[src/rtl/lde_pkg.sv]
// shared types and constants for the line table delta encoder
// no dependencies; used by every module under rtl

package lde_pkg;

  localparam int unsigned ADDR_W          = 64;
  localparam int unsigned LINE_W          = 32;
  localparam int unsigned BYTE_W          = 8;
  localparam int unsigned CMD_QUEUE_DEPTH = 2;

  localparam logic [BYTE_W-1:0] OP_END_EXT      = 8'd0;
  localparam logic [BYTE_W-1:0] OP_COPY         = 8'd1;
  localparam logic [BYTE_W-1:0] OP_ADVANCE_PC   = 8'd2;
  localparam logic [BYTE_W-1:0] OP_ADVANCE_LINE = 8'd3;
  localparam logic [BYTE_W-1:0] EXT_LEN_ONE     = 8'd1;
  localparam logic [BYTE_W-1:0] EXT_END_SEQ     = 8'd1;

  typedef struct packed {
    logic [ADDR_W-1:0] address;
    logic [LINE_W-1:0] source_line;
    logic              end_of_sequence;
    logic              restart;
  } in_item_t;

  typedef struct packed {
    logic [BYTE_W-1:0] out_byte;
    logic              last;
  } out_item_t;

  // one classified row, as handed from the front part to the back part
  typedef struct packed {
    logic [ADDR_W-1:0] addr_delta;
    logic              addr_chg;
    logic [LINE_W-1:0] line_diff;
    logic              line_chg;
    logic              end_seq;
  } cmd_t;

endpackage

[src/rtl/line_table_delta_encoder.sv]
// top level of the line table delta encoder: front, command queue, back
// depends on lde_pkg, lde_front, lde_cmd_queue, lde_back
//
//   channel   ports                          direction  moves
//   input     in_push, in_full, in_item      in         one line-table row per request
//   result    out_empty, out_pop, out_item   out        one program byte per request
//
// a row of n bytes (1 to 21) passes the back part as follows: the row is first loaded from
// the command queue, then the leb128 sequencer gives one byte per cycle unless out_pop holds it.
// the front part takes one row per cycle until the command queue (QueueDepth rows) fills.
// synchronous reset sets previous address to 0 and previous line to 1 and empties all queues.
// while out_pop is low the waiting byte holds and the sequencer stalls on it.

module line_table_delta_encoder #(
  parameter int unsigned QueueDepth = lde_pkg::CMD_QUEUE_DEPTH
) (
  input  logic               clk,
  input  logic               rst_n,
  input  logic               in_push,
  output logic               in_full,
  input  lde_pkg::in_item_t  in_item,
  output logic               out_empty,
  input  logic               out_pop,
  output lde_pkg::out_item_t out_item
);

  logic          q_push;
  logic          q_full;
  logic          q_pop;
  logic          q_empty;
  lde_pkg::cmd_t q_push_cmd;
  lde_pkg::cmd_t q_pop_cmd;

  lde_front u_front (
    .clk     (clk),
    .rst_n   (rst_n),
    .in_push (in_push),
    .in_full (in_full),
    .in_item (in_item),
    .q_full  (q_full),
    .q_push  (q_push),
    .q_cmd   (q_push_cmd)
  );

  lde_cmd_queue #(
    .Depth (QueueDepth)
  ) u_cmd_queue (
    .clk      (clk),
    .rst_n    (rst_n),
    .push     (q_push),
    .push_cmd (q_push_cmd),
    .full     (q_full),
    .pop      (q_pop),
    .pop_cmd  (q_pop_cmd),
    .empty    (q_empty)
  );

  lde_back u_back (
    .clk       (clk),
    .rst_n     (rst_n),
    .q_empty   (q_empty),
    .q_cmd     (q_pop_cmd),
    .q_pop     (q_pop),
    .out_empty (out_empty),
    .out_pop   (out_pop),
    .out_item  (out_item)
  );

endmodule

[src/rtl/lde_front.sv]
// front part: accepts rows, forms address and line deltas, keeps previous values
// depends on lde_pkg

module lde_front (
  input  logic              clk,
  input  logic              rst_n,
  input  logic              in_push,
  output logic              in_full,
  input  lde_pkg::in_item_t in_item,
  input  logic              q_full,
  output logic              q_push,
  output lde_pkg::cmd_t     q_cmd
);

  logic [lde_pkg::ADDR_W-1:0] prev_addr_r;
  logic [lde_pkg::ADDR_W-1:0] prev_addr_nxt;
  logic [lde_pkg::LINE_W-1:0] prev_line_r;
  logic [lde_pkg::LINE_W-1:0] prev_line_nxt;
  logic [lde_pkg::ADDR_W-1:0] base_addr;
  logic [lde_pkg::LINE_W-1:0] base_line;

  assign in_full = q_full;
  assign q_push  = in_push && !q_full;

  // restart takes effect before the deltas are formed
  assign base_addr = in_item.restart ? '0 : prev_addr_r;
  assign base_line = in_item.restart ? lde_pkg::LINE_W'(1) : prev_line_r;

  always_comb begin
    q_cmd.addr_delta = in_item.address - base_addr;
    q_cmd.addr_chg   = in_item.address != base_addr;
    q_cmd.line_diff  = in_item.source_line - base_line;
    q_cmd.line_chg   = in_item.source_line != base_line;
    q_cmd.end_seq    = in_item.end_of_sequence;
  end

  assign prev_addr_nxt = q_push ? in_item.address : prev_addr_r;
  assign prev_line_nxt = q_push ? in_item.source_line : prev_line_r;

  always_ff @(posedge clk) begin
    if (!rst_n) begin
      prev_addr_r <= '0;
      prev_line_r <= lde_pkg::LINE_W'(1);
    end else begin
      prev_addr_r <= prev_addr_nxt;
      prev_line_r <= prev_line_nxt;
    end
  end

  a_prev_addr_follows: assert property (@(posedge clk) disable iff (!rst_n)
    q_push |=> prev_addr_r == $past(in_item.address))
    else $error("previous address not taken from accepted row");

  a_prev_line_follows: assert property (@(posedge clk) disable iff (!rst_n)
    q_push |=> prev_line_r == $past(in_item.source_line))
    else $error("previous line not taken from accepted row");

endmodule

[src/rtl/lde_cmd_queue.sv]
// short queue of classified rows between the front and back parts
// depends on lde_pkg

module lde_cmd_queue #(
  parameter int unsigned Depth = lde_pkg::CMD_QUEUE_DEPTH
) (
  input  logic          clk,
  input  logic          rst_n,
  input  logic          push,
  input  lde_pkg::cmd_t push_cmd,
  output logic          full,
  input  logic          pop,
  output lde_pkg::cmd_t pop_cmd,
  output logic          empty
);

  localparam int unsigned PtrW = (Depth > 1) ? $clog2(Depth) : 1;
  localparam int unsigned CntW = $clog2(Depth + 1);
  localparam logic [PtrW-1:0] LastPtr = PtrW'(Depth - 1);
  localparam logic [CntW-1:0] FullCnt = CntW'(Depth);

  lde_pkg::cmd_t   slot_r [Depth];
  logic [PtrW-1:0] wr_ptr_r;
  logic [PtrW-1:0] wr_ptr_nxt;
  logic [PtrW-1:0] rd_ptr_r;
  logic [PtrW-1:0] rd_ptr_nxt;
  logic [CntW-1:0] count_r;
  logic [CntW-1:0] count_nxt;
  logic            do_push;
  logic            do_pop;

  assign full    = count_r == FullCnt;
  assign empty   = count_r == '0;
  assign do_push = push && !full;
  assign do_pop  = pop && !empty;
  assign pop_cmd = slot_r[rd_ptr_r];

  always_comb begin
    wr_ptr_nxt = wr_ptr_r;
    rd_ptr_nxt = rd_ptr_r;
    count_nxt  = count_r;
    if (do_push) begin
      wr_ptr_nxt = (wr_ptr_r == LastPtr) ? '0 : wr_ptr_r + PtrW'(1);
    end
    if (do_pop) begin
      rd_ptr_nxt = (rd_ptr_r == LastPtr) ? '0 : rd_ptr_r + PtrW'(1);
    end
    if (do_push && !do_pop) begin
      count_nxt = count_r + CntW'(1);
    end else if (do_pop && !do_push) begin
      count_nxt = count_r - CntW'(1);
    end
  end

  always_ff @(posedge clk) begin
    if (!rst_n) begin
      wr_ptr_r <= '0;
      rd_ptr_r <= '0;
      count_r  <= '0;
    end else begin
      wr_ptr_r <= wr_ptr_nxt;
      rd_ptr_r <= rd_ptr_nxt;
      count_r  <= count_nxt;
    end
  end

  always_ff @(posedge clk) begin
    if (do_push) begin
      slot_r[wr_ptr_r] <= push_cmd;
    end
  end

  a_count_bounded: assert property (@(posedge clk) disable iff (!rst_n)
    count_r <= FullCnt)
    else $error("queue count beyond depth");

endmodule

[src/rtl/lde_back.sv]
// back part: turns one classified row into opcode and leb128 bytes, one per cycle
// unless a held byte stalls; depends on lde_pkg; feeds a single output register

module lde_back (
  input  logic               clk,
  input  logic               rst_n,
  input  logic               q_empty,
  input  lde_pkg::cmd_t      q_cmd,
  output logic               q_pop,
  output logic               out_empty,
  input  logic               out_pop,
  output lde_pkg::out_item_t out_item
);

  typedef enum logic [8:0] {
    S_IDLE   = 9'b000000001,
    S_PC_OP  = 9'b000000010,
    S_PC_DIG = 9'b000000100,
    S_LN_OP  = 9'b000001000,
    S_LN_DIG = 9'b000010000,
    S_COPY   = 9'b000100000,
    S_END0   = 9'b001000000,
    S_END1   = 9'b010000000,
    S_END2   = 9'b100000000
  } state_t;

  state_t                            state_r;
  state_t                            state_nxt;
  logic [lde_pkg::ADDR_W-1:0]        addr_r;
  logic [lde_pkg::ADDR_W-1:0]        addr_nxt;
  logic signed [lde_pkg::LINE_W-1:0] line_r;
  logic signed [lde_pkg::LINE_W-1:0] line_nxt;
  logic                              line_chg_r;
  logic                              line_chg_nxt;
  logic                              end_r;
  logic                              end_nxt;
  lde_pkg::out_item_t                out_r;
  logic                              out_vld_r;
  logic                              out_vld_nxt;
  logic                              step;
  logic [lde_pkg::BYTE_W-1:0]        byte_c;
  logic                              last_c;
  logic [lde_pkg::ADDR_W-1:0]        uleb_rest;
  logic                              uleb_more;
  logic signed [lde_pkg::LINE_W-1:0] sleb_rest;
  logic                              sleb_done;

  assign out_empty = !out_vld_r;
  assign out_item  = out_r;

  // a byte may be produced when the output register is free or being emptied
  assign step = (state_r != S_IDLE) && (!out_vld_r || out_pop);

  assign uleb_rest = addr_r >> 7;
  assign uleb_more = |uleb_rest;
  assign sleb_rest = line_r >>> 7;
  assign sleb_done = ((sleb_rest == '0) && !line_r[6]) || ((sleb_rest == '1) && line_r[6]);

  always_comb begin
    state_nxt    = state_r;
    addr_nxt     = addr_r;
    line_nxt     = line_r;
    line_chg_nxt = line_chg_r;
    end_nxt      = end_r;
    q_pop        = 1'b0;
    byte_c       = lde_pkg::OP_COPY;
    last_c       = 1'b0;
    unique case (state_r)
      S_IDLE: begin
        if (!q_empty) begin
          q_pop        = 1'b1;
          addr_nxt     = q_cmd.addr_delta;
          line_nxt     = q_cmd.line_diff;
          line_chg_nxt = q_cmd.line_chg;
          end_nxt      = q_cmd.end_seq;
          if (q_cmd.addr_chg) begin
            state_nxt = S_PC_OP;
          end else if (q_cmd.line_chg) begin
            state_nxt = S_LN_OP;
          end else begin
            state_nxt = S_COPY;
          end
        end
      end
      S_PC_OP: begin
        byte_c = lde_pkg::OP_ADVANCE_PC;
        if (step) begin
          state_nxt = S_PC_DIG;
        end
      end
      S_PC_DIG: begin
        byte_c = {uleb_more, addr_r[6:0]};
        if (step) begin
          addr_nxt = uleb_rest;
          if (!uleb_more) begin
            state_nxt = line_chg_r ? S_LN_OP : S_COPY;
          end
        end
      end
      S_LN_OP: begin
        byte_c = lde_pkg::OP_ADVANCE_LINE;
        if (step) begin
          state_nxt = S_LN_DIG;
        end
      end
      S_LN_DIG: begin
        byte_c = {!sleb_done, line_r[6:0]};
        if (step) begin
          line_nxt = sleb_rest;
          if (sleb_done) begin
            state_nxt = S_COPY;
          end
        end
      end
      S_COPY: begin
        byte_c = lde_pkg::OP_COPY;
        last_c = !end_r;
        if (step) begin
          state_nxt = end_r ? S_END0 : S_IDLE;
        end
      end
      S_END0: begin
        byte_c = lde_pkg::OP_END_EXT;
        if (step) begin
          state_nxt = S_END1;
        end
      end
      S_END1: begin
        byte_c = lde_pkg::EXT_LEN_ONE;
        if (step) begin
          state_nxt = S_END2;
        end
      end
      S_END2: begin
        byte_c = lde_pkg::EXT_END_SEQ;
        last_c = 1'b1;
        if (step) begin
          state_nxt = S_IDLE;
        end
      end
      default: begin
        state_nxt = S_IDLE;
      end
    endcase
  end

  always_comb begin
    out_vld_nxt = out_vld_r;
    if (step) begin
      out_vld_nxt = 1'b1;
    end else if (out_pop) begin
      out_vld_nxt = 1'b0;
    end
  end

  always_ff @(posedge clk) begin
    if (!rst_n) begin
      state_r   <= S_IDLE;
      out_vld_r <= 1'b0;
    end else begin
      state_r   <= state_nxt;
      out_vld_r <= out_vld_nxt;
    end
  end

  always_ff @(posedge clk) begin
    addr_r     <= addr_nxt;
    line_r     <= line_nxt;
    line_chg_r <= line_chg_nxt;
    end_r      <= end_nxt;
    if (step) begin
      out_r.out_byte <= byte_c;
      out_r.last     <= last_c;
    end
  end

  a_load_only_idle: assert property (@(posedge clk) disable iff (!rst_n)
    q_pop |-> (state_r == S_IDLE) && !q_empty)
    else $error("row taken while another is in progress");

  a_last_ends_row: assert property (@(posedge clk) disable iff (!rst_n)
    (step && last_c) |=> state_r == S_IDLE)
    else $error("bytes still produced after final byte of row");

endmodule

[config.mk]
export PLATFORM = sky130hd
export DESIGN_NAME = line_table_delta_encoder
export DESIGN_NICKNAME = d
export VERILOG_FILES = /design/src/rtl/lde_pkg.sv /design/src/rtl/line_table_delta_encoder.sv /design/src/rtl/lde_front.sv /design/src/rtl/lde_cmd_queue.sv /design/src/rtl/lde_back.sv
export SDC_FILE = /design/constraint.sdc
export NUM_CORES = 1
export LEC_CHECK = 0
export BUFFER_PORTS_ARGS = -buffer_cell sky130_fd_sc_hd__buf_4
export CAP_MARGIN = 20
export CORE_UTILIZATION = 30
export DETAILED_ROUTE_END_ITERATION = 8
export PLACE_DENSITY_LB_ADDON = 0.12
export SKIP_LAST_GASP = 1
export SLEW_MARGIN = 20
export SYNTH_ARGS = -nofsm -noshare
export SYNTH_HDL_FRONTEND = slang
export SYNTH_SLANG_ARGS = --single-unit
[constraint.sdc]
create_clock -name clk -period 11.8 [get_ports clk]
set_input_delay 0 -clock clk [delete_from_list [all_inputs] [get_ports clk]]
set_output_delay 0 -clock clk [all_outputs]
set_load 0.02 [all_outputs]
==> metrics, run 1 <==
RD Place Congestion 0.858; crit path max-delay cell type fa_1; Cell Count Post-Placement 3,010; Final Hold Vio Count 0; Max clock buf depth 3; Avg WL per Cell 17.3 um; synth-to-layout area growth 23.2%; worst-margin pin slew 0.987 ns; global-route wire length before repair 90,000 um; die span in y 270 um; cell row count 97; Post-Syn Area 21,500 um2; Synth Register Bits 416; Post-Place Cell Area 23,300 um2; CP Cell Sequence nor2b_1 -> ha_1 -> fa_1 -> nor2b_1 -> o31a_1 -> o21ai_1 -> a211oi_1 -> o31a_1 -> a41o_1 -> a31oi_4 -> o31ai_2 -> a311oi_2 -> xnor2_1; DRT Pass-1 Iters 5; pin count of the biggest net entering global routing 110; DRT iter0 DRCs 995; Starting Density 0.305; Fmax 0.270 GHz; Inserted Diodes 0; maxcap violations 0; crit path DAT 4.01 ns; routed wire length on met3 1810 um; leakage power 9.45 nW; Die ar. 72,800 um2; dpl hpwl 39,900 um; total congestion overflow 0; pre-CTS setup slack 7.79 ns; Nets 2,482; Slew headroom 0.342; status complete, no violations; CP startpoint u_front.prev_addr_r[0]$_SDFFE_PN0P_; RSZ-0062 raised after global routing no; CTS buffer count 50; Slowest Stage Delay on Critical Path 0.40 ns; Worst IR Drop VDD 0.124 mV; fin crit period 3.70 ns; IO Pins 113; Worst Min Path Start in_push; FILL cells 6,947; crit end category flip-flop; Post-synth EDFFs 305; CTS tree done; Reg2Reg Launch Point u_front.prev_addr_r[0]$_SDFFE_PN0P_; via count 15,700; WL met2 26,500 um; final instance area 26,500 um2; count of input and output buffers 112; Mean Syn Cell Area 10.5 um2; final WL 56,500 um; CP Class reg2reg; syn_nets 2,246; crit path max fanout 4; Final Util 0.376; later-pin clock latency in the skew report 0.60 ns; Max Clock Skew 0.0308 ns; clk sinks 416; hold path cells 4; final setup violation count 0; GRT Overall Usage 0.155; period utilisation layout 0.314; chip width 270 um; register area share after synthesis 0.529; Worst Setup Start Kind flip-flop; Pwr Total 4.88 mW; Async S/R FF share, synth 0; Hold Crit Class in2reg; clock-pin slew on the worst setup and hold paths 0.06 ns; Slew Viols, Final 0; vias in the first global route 15,800; pwr/cell area 184 nW/um2; clock root buffer clkbuf_16; cells after synthesis 2,041; core area 70,500 um2; fraction of layout instances using a drive strength above 1 0.0992; Post-DRT Antenna Nets 0; vias per cell 4.83; H-tree levels 2; Yosys cell types 75; Min Hold Slack 0.119 ns; Yosys Warn Count 0; Setup TNS 0 ns; Data required, critical path 12.11 ns; Met1 Routed Length 27,000 um; setup ws final 8.10 ns; Primary FF master, synth edfxtp_1; FF-to-FF path depth 13; final cell count without fillers 3,259; highest metal used met4; # DRC 0; initial antenna violation count 0
==> critical path, delay by kind of cell (launching register included) <==
kind | cells | cell delay [ns]
AOI/OAI and AO/OA | 8 | 2.06
xor gates and xnor gates | 1 | 0.17
adders and majority gates | 2 | 0.62
DFF | 1 | 0.30
and+or+nand+nor | 2 | 0.27
==> worst paths after layout <==
path                            slack [ns]                              endpoint
worst max-delay path                  8.10   u_cmd_queue.slot_r[0][95]$_DFFE_PP_
worst min-delay path                  0.12   u_front.prev_addr_r[4]$_SDFFE_PN0P_
worst max register to register        8.10   u_cmd_queue.slot_r[0][95]$_DFFE_PP_
worst min register to register        0.46  u_front.prev_line_r[22]$_SDFFE_PN0P_
==> synth_stat cells (8+ instances only) <==
library cell	number	area share
xor2_1	34	0.014
nand3_1	22	0.0051
nor4_1	26	0.0076
a21boi_0	88	0.031
nand4_1	26	0.0076
a21oi_1	119	0.028
xnor2_1	61	0.025
and2_1	9	0.0026
nand2_1	351	0.061
nand2b_1	103	0.030
ha_1	101	0.059
a31oi_1	11	0.0032
o21bai_1	17	0.0059
o21ai_0	135	0.031
nor3_1	9	0.0021
nor2_1	69	0.012
and3_1	15	0.0044
nor2b_1	18	0.0052
a211oi_1	8	0.0028
a21o_1	48	0.017
o21a_1	11	0.0038
buf_1	9	0.0016
clkbuf_1	85	0.015
dfxtp_1	111	0.10
inv_1	39	0.0068
edfxtp_1	305	0.43
mux2i_1	102	0.047
==> placed cells by master, fill, tap and decap left out, types with 11 or more instances in the layout <==
master / netlist / final
clkbuf_1: 85 / 12
buf_4: 0 / 127
nand2_1: 351 / 350
a21boi_0: 88 / 88
nor2b_1: 18 / 18
xor2_1: 34 / 34
a31oi_1: 11 / 11
nor4_1: 26 / 26
nor2_1: 69 / 68
ha_1: 101 / 101
clkbuf_16: 0 / 51
a21o_1: 48 / 48
dlygate4sd3_1: 0 / 155
xnor2_1: 61 / 61
edfxtp_1: 305 / 305
nand4_1: 26 / 26
inv_1: 39 / 39
nand2b_1: 103 / 103
dfxtp_1: 111 / 110
nand3_1: 22 / 22
o21ai_0: 135 / 133
mux2i_1: 102 / 102
o21a_1: 11 / 11
o21bai_1: 17 / 17
a21oi_1: 119 / 119
and3_1: 15 / 14
==> power breakdown <==
| part | internal, mW | switching [mW] | total (mW) | leakage [nW] |
|---|---|---|---|---|
| registers | 2.04 | 0.173 | 2.22 | 3.74 |
| logic | 0.434 | 0.694 | 1.13 | 4.92 |
| clock network | 0.900 | 0.635 | 1.54 | 0.781 |
| total | 3.38 | 1.50 | 4.88 | 9.45 |
==> cell families (layout without fill, tap and decap cells) <==
logic type	after synthesis	count (layout)	share of synthesized area
multiplexers	104	104	0.0485
buffers and inverters	138	416	0.0243
XOR/XNOR	95	95	0.0387
AO/OA/AOI/OAI	515	515	0.154
AND/OR/NAND/NOR	670	670	0.145
adder cells (fa/ha/maj)	103	103	0.0606
flip-flops	416	416	0.529
==> area by class of cell <==
cell class	instances	area (um2)	share of cell area
inverter	40	151	0.00571
sequential	416	11400	0.429
multi-input combinational	1487	9660	0.364
timing repair buffer	282	2500	0.0944
tap	940	1180	0.0443
clock buffer	65	1350	0.0509
clock inverter	29	298	0.0112
==> per-layer routing <==
metal,up-vias,global-route usage
met5,-,0
met4,0,0.0414
met3,76,0.0195
met2,255,0.259
met1,7493,0.210
li1,7902,-
==> flip-flops by register name, summed over array words and instances (netlist names), 2 cells and up, named ones only <==
name                 flops
u_cmd_queue.slot_r     198
u_back.line_r           32
u_front.prev_addr_r     64
u_front.prev_line_r     32
u_back.addr_r           64
u_cmd_queue.count_r      2
u_back.out_item          9
u_back.state_r           9
==> repair_timing <==
item | 4_1_cts | 5_1_grt
hold buffers | 155 | 0
hold endpoints to repair | 173 | 0
buffers inserted | 0 | 0
gates resized for setup | 0 | 0
Power figures use the tool's default switching activity.
==> inputs of run 2 (changes only) <==
ABC_AREA = 1   (was unset)
clock period = 3.45 ns   (was 11.8 ns; I/O delays follow)
==> metrics, run 2 <==
register with the most flip-flops u_cmd_queue.slot_r; largest registers u_cmd_queue.slot_r x198, u_back.addr_r x64, u_front.prev_addr_r x64; final setup violation count 0 (unchanged); cell row count 101 (+4.1%); clock root buffer clkbuf_16; Hold Crit Class in2reg; Max Clock Skew 0.0467 ns (+0.0159 ns); cells after synthesis 2,859 (+40%); initial antenna violation count 0 (unchanged); syn_nets 3,064 (+36%); Async S/R FF share, synth 0 (unchanged); fin crit period 2.94 ns (-0.767 ns); Post-DRT Antenna Nets 0 (unchanged); Starting Density 0.303 (-0.00246); total congestion overflow 0 (unchanged); H-tree levels 2 (unchanged); cell family with most CP delay simple AND/OR/NAND/NOR gates; Mean Syn Cell Area 8.03 um2 (-24%); crit path max fanout 4 (unchanged); top cell type's share of synthesized area 0.399 (-0.0266); status complete, no violations; crit end category flip-flop; Fmax 0.341 GHz (+26%); crit-path most repeated cell nand2_1; count leader, synth nand2_1; CTS buffer count 49 (-2.0%); Max clock buf depth 3 (unchanged); Die ar. 77,600 um2 (+6.6%); period utilisation layout 0.851 (+0.537); vias per cell 4.78 (-0.96%); post-CTS setup buffers 0 (unchanged); synth-to-layout area growth 20.5%; DRT Pass-1 Iters 6 (+1); fraction of layout instances using a drive strength above 1 0.0826 (-0.0166); Primary FF master, synth edfxtp_1; FILL cells 7,937 (+14%); GRT Overall Usage 0.191 (+0.0362); most frequent cells in the layout nand2_1 (769), nor2_1 (558), edfxtp_1 (305); vias in the first global route 18,900 (+20%); Setup TNS 0 ns (unchanged); Post-Syn Area 23,000 um2 (+6.7%); Inserted Diodes 0 (unchanged); Worst IR Drop VDD 0.414 mV (+230%); Slew Viols, Final 0 (unchanged); global-route wire length before repair 114,000 um (+27%); Buf/Inv on CP 1 (+1); core area 75,800 um2 (+7.5%); Worst Setup Start Kind flip-flop; commonest non-fill, non-tap cell in the layout nand2_1; max reg flops 198 (unchanged); CTS tree done; pin count of the biggest net entering global routing 110 (unchanged); RSZ-0062 raised after global routing no; Nets 3,266 (+32%); Yosys cell types 47 (-37%); Avg WL per Cell 18.3 um (+5.3%); Synth area leaders edfxtp_1 (40%), nand2_1 (13%), dfxtp_1 (9.7%); Slowest Stage Delay on Critical Path 0.59 ns (+0.19 ns); DRT iter0 DRCs 1,234 (+24%); CP Class reg2reg; Final Hold Vio Count 0 (unchanged); largest area contributor in the netlist edfxtp_1; dpl hpwl 56,600 um (+42%); Yosys Warn Count 0 (unchanged); Slew headroom 0.262 (-0.0802); maxcap violations 0 (unchanged); # DRC 0 (unchanged); clock-pin slew on the worst setup and hold paths 0.06 ns (about the same); pwr/cell area 703 nW/um2 (+280%); die span in y 279 um (+3.3%); via count 19,500 (+24%); final WL 74,500 um (+32%); Commonest cells post-synth nand2_1 (769), nor2_1 (560), edfxtp_1 (305); crit path DAT 3.25 ns (-0.76 ns); register area share after synthesis 0.496 (-0.0330); chip width 279 um (+3.3%); Synth Register Bits 416 (unchanged); post-CTS sizing 0 (unchanged); count of input and output buffers 112 (unchanged); worst-margin pin slew 1.11 ns (+0.120 ns); leakage power 11.2 nW (+18%); RD Place Congestion 0.906 (+5.6%); CP Cell Sequence inv_1 -> nor2_1 -> ha_1 -> fa_1 -> nand3b_1 -> nand2_1 -> nand2_1 -> nand2_1 -> nand2_1 -> nand2_1 -> nand2_1 -> nand3_1 -> xor2_1; Post-synth EDFFs 305 (unchanged); Pwr Total 19.4 mW (+300%); later-pin clock latency in the skew report 0.63 ns (+0.03 ns); IO Pins 113 (unchanged); Data required, critical path 3.76 ns (-8.35 ns); clk sinks 416 (unchanged); crit path max-delay cell type xor2_1
[run 2: cell type report]
| class | instances | area (um2) | area share |
|---|---|---|---|
| Inverter | 250 | 941 | 0.0340 |
| Clock inverter | 32 | 369 | 0.0133 |
| Sequential cell | 416 | 11400 | 0.412 |
| Clock buffer | 59 | 1290 | 0.0466 |
| Multi-Input combinational cell | 2110 | 10300 | 0.374 |
| Timing Repair Buffer | 234 | 2100 | 0.0759 |
| Tap cell | 978 | 1220 | 0.0442 |
[run 2: final timing paths]
check | startpoint | to | slack, ns | cells past startpoint
hold / removal | in_item[1] | u_cmd_queue.slot_r[0][0]$_DFFE_PP_ | 0.10 | 2
setup / recovery | u_front.prev_addr_r[0]$_SDFFE_PN0P_ | u_cmd_queue.slot_r[1][55]$_DFFE_PP_ | 0.51 | 13
setup reg to reg | u_front.prev_addr_r[0]$_SDFFE_PN0P_ | u_cmd_queue.slot_r[1][55]$_DFFE_PP_ | 0.51 | 13
hold reg to reg | u_cmd_queue.rd_ptr_r$_SDFFE_PN0P_ | flip-flop | 0.46 | 1
[run 2: cell families (layout without fill, tap and decap cells)]
group           count (synthesis)  count (layout)  synth area share
flops                         416             416             0.496
compound gates                470             470             0.114
simple gates                 1475            1475             0.255
xor+xnor                       62              62            0.0237
fa+ha+maj                     103             103            0.0568
buf+inv                       333             575            0.0554
[run 2: report_power, final]
group          switching (mW)  internal, mW
sequential              0.748          7.41
clock                    2.22          3.07
combinational            4.09          1.88
[run 2: repair_timing]
item                                    CTS  global route
endpoints found under the setup margin    0             0
endpoints found under the hold margin   133            48
hold buffers                             98             1
[run 2: routing by layer]
metal,track usage,vias to the layer above,routed length (um)
met5,0,-,0
met4,0.0416,0,1320
met3,0.0220,81,3060
met2,0.283,364,31200
met1,0.294,9165,38900
li1,-,9884,-
[run 2: through the flow]
| step | cell area [um2] | setup slack [ns] | util | hold WS [ns] | cells |
|---|---|---|---|---|---|
| after floorplan | 23000 | 0.171 | - | 0.0989 | 2859 |
| after global placement | 25000 | 0.295 | 0.329 | 0.190 | 3888 |
| after detailed placement | 25000 | 0.335 | 0.329 | 0.196 | 3888 |
| after CTS | 27600 | 0.562 | 0.364 | 0.0515 | 4077 |
| after global routing | 27700 | 0.409 | 0.365 | 0.0860 | 4079 |
| final | 27700 | 0.513 | 0.365 | 0.102 | 4079 |
==> inputs of run 3 (changes only) <==
ABC_AREA = unset   (was 1)
CAP_MARGIN = unset   (was 20)
==> metrics, run 3 (synthesis gave the netlist of run 1 again) <==
status complete, no violations; GRT Overall Usage 0.155 (-0.0359); later-pin clock latency in the skew report 0.61 ns (-0.02 ns); period utilisation layout 0.950 (+0.0988); dpl hpwl 40,700 um (-28%); crit-path most repeated cell o31a_1; worst-margin pin slew 0.964 ns (-0.143 ns); clock root buffer clkbuf_16; Inserted Diodes 0 (unchanged); Hold Crit Class in2reg; Slew headroom 0.350 (+0.0886); register with the most flip-flops u_cmd_queue.slot_r; fin crit period 3.28 ns (+0.341 ns); chip width 270 um (-3.1%); Die ar. 72,800 um2 (-6.2%); Worst IR Drop VDD 0.343 mV (-17%); leakage power 9.89 nW (-12%); Max clock buf depth 3 (unchanged); crit path max fanout 3 (-1); DRT iter0 DRCs 950 (-23%); global-route wire length before repair 90,400 um (-21%); IO Pins 113 (unchanged); CP Class reg2reg; Post-DRT Antenna Nets 0 (unchanged); Min Hold Slack 0.150 ns (+0.0478 ns); vias in the first global route 16,000 (-15%); synth-to-layout area growth 27.1%; CTS tree done; Final Hold Vio Count 0 (unchanged); pin count of the biggest net entering global routing 99 (-10%); cell row count 97 (-4.0%); pwr/cell area 625 nW/um2 (-11%); DRT Pass-1 Iters 5 (-1); Pwr Total 17.1 mW (-12%); Slowest Stage Delay on Critical Path 0.36 ns (-0.23 ns); H-tree levels 2 (unchanged); final WL 56,900 um (-24%); crit path max-delay cell type fa_2; setup ws final 0.172 ns (-0.341 ns); total congestion overflow 0 (unchanged); FILL cells 6,976 (-12%); Worst Setup Start Kind flip-flop; crit end category flip-flop; RD Place Congestion 0.816 (-9.9%); core area 70,500 um2 (-7.0%); most frequent cells in the layout nand2_1 (350), edfxtp_1 (305), buf_4 (208); largest registers u_cmd_queue.slot_r x198, u_back.addr_r x64, u_front.prev_addr_r x64; CP Cell Sequence nor2b_4 -> ha_4 -> fa_2 -> nor2b_2 -> o31a_1 -> o21ai_4 -> a211oi_4 -> o31a_1 -> buf_6 -> a41o_4 -> a31oi_4 -> o31ai_4 -> a311oi_2 -> xnor2_1; CTS buffer count 51 (+4.1%); fraction of layout instances using a drive strength above 1 0.139 (+0.0563); Starting Density 0.305 (+0.00246); Fmax 0.305 GHz (-10%); Avg WL per Cell 17.0 um (-6.7%); Slew Viols, Final 0 (unchanged); vias per cell 4.74 (-0.84%); via count 15,800 (-19%); Data required, critical path 3.78 ns (+0.02 ns); die span in y 270 um (-3.1%); crit path DAT 3.60 ns (+0.35 ns); RSZ-0062 raised after global routing no; Max Clock Skew 0.0318 ns (-0.0149 ns); Nets 2,561 (-22%); pre-CTS setup slack -0.199 ns (-0.534 ns); initial antenna violation count 0 (unchanged); clk sinks 416 (unchanged); # DRC 0 (unchanged); maxcap violations 0 (unchanged); commonest non-fill, non-tap cell in the layout nand2_1; final setup violation count 0 (unchanged); max reg flops 198 (unchanged); count of input and output buffers 112 (unchanged); clock-pin slew on the worst setup and hold paths 0.06 ns (about the same)
==> run 3: cell count changes in the layout (fill, tap and decap cells not counted), moves of 50 or more <==
| cell | change |
|---|---|
| a21boi_0 | +84 |
| a31oi_1 | -73 |
| buf_4 | +80 |
| inv_1 | -202 |
| mux2i_1 | +102 |
| nand2_1 | -419 |
| nand2b_1 | +102 |
| nand3_1 | -50 |
| nor2_1 | -491 |
| xnor2_1 | +54 |
==> run 3: path summary, 6_finish.rpt <==
check                                             from                                   end  slack, ns  cells past startpoint
setup / recovery   u_front.prev_addr_r[0]$_SDFFE_PN0P_   u_cmd_queue.slot_r[0][95]$_DFFE_PP_       0.17                     14
hold / removal                              in_item[1]    u_cmd_queue.slot_r[1][0]$_DFFE_PP_       0.15                      2
setup reg to reg   u_front.prev_addr_r[0]$_SDFFE_PN0P_   u_cmd_queue.slot_r[0][95]$_DFFE_PP_       0.17                     14
hold reg to reg   u_front.prev_line_r[30]$_SDFFE_PN0P_  u_front.prev_line_r[30]$_SDFFE_PN0P_       0.46                      2
==> run 3: cell type report <==
type	instances	area [um2]	area share
multi-input combinational	1487	9770	0.357
timing repair buffer	360	3170	0.116
clock inverter	28	358	0.0131
tap	940	1180	0.0430
clock buffer	67	1350	0.0492
inverter	40	151	0.00553
sequential	416	11400	0.416
==> run 3: through the flow <==
stage	instance area [um2]	std cells	util	setup TNS (ns)
5_1_grt	27400	3338	0.388	0
6_report	27400	3338	0.388	0
3_5_place_dp	24100	3097	0.342	-1.63
3_3_place_gp	24100	3097	0.341	-0.802
2_1_floorplan	21500	2041	-	0
4_1_cts	27200	3334	0.386	0
==> run 3: routing by layer <==
metal	vias up	global-route usage	wire length, um	part of all wire
li1	8030	-	-	-
met1	7495	0.209	27400	0.48
met2	224	0.259	26600	0.47
met3	70	0.0197	1630	0.029
met4	0	0.0446	1260	0.022
met5	-	0	0	0
==> run 3: report_power, final <==
part           total (mW)  switching, mW  internal (mW)
Combinational        4.09           2.42           1.67
Clock                5.44           2.15           3.28
Sequential           7.56          0.580           6.98
==> run 3: repair_timing <==
| action | in CTS | in global routing |
|---|---|---|
| hold buffers | 142 | 0 |
| buffers inserted | 0 | 5 |
| setup endpoints to repair | 12 | 27 |
| gates resized for setup | 4 | 21 |
| pin swaps | 1 | 13 |
| hold endpoints to repair | 185 | 0 |
==> run 3: worst max-delay path, delay by kind of cell (launching register included) <==
family,cells,cell delay [ns]
compound gates,8,1.59
simple gates,2,0.27
buf+inv,1,0.14
flops,1,0.32
xor+xnor,1,0.16
fa+ha+maj,2,0.53
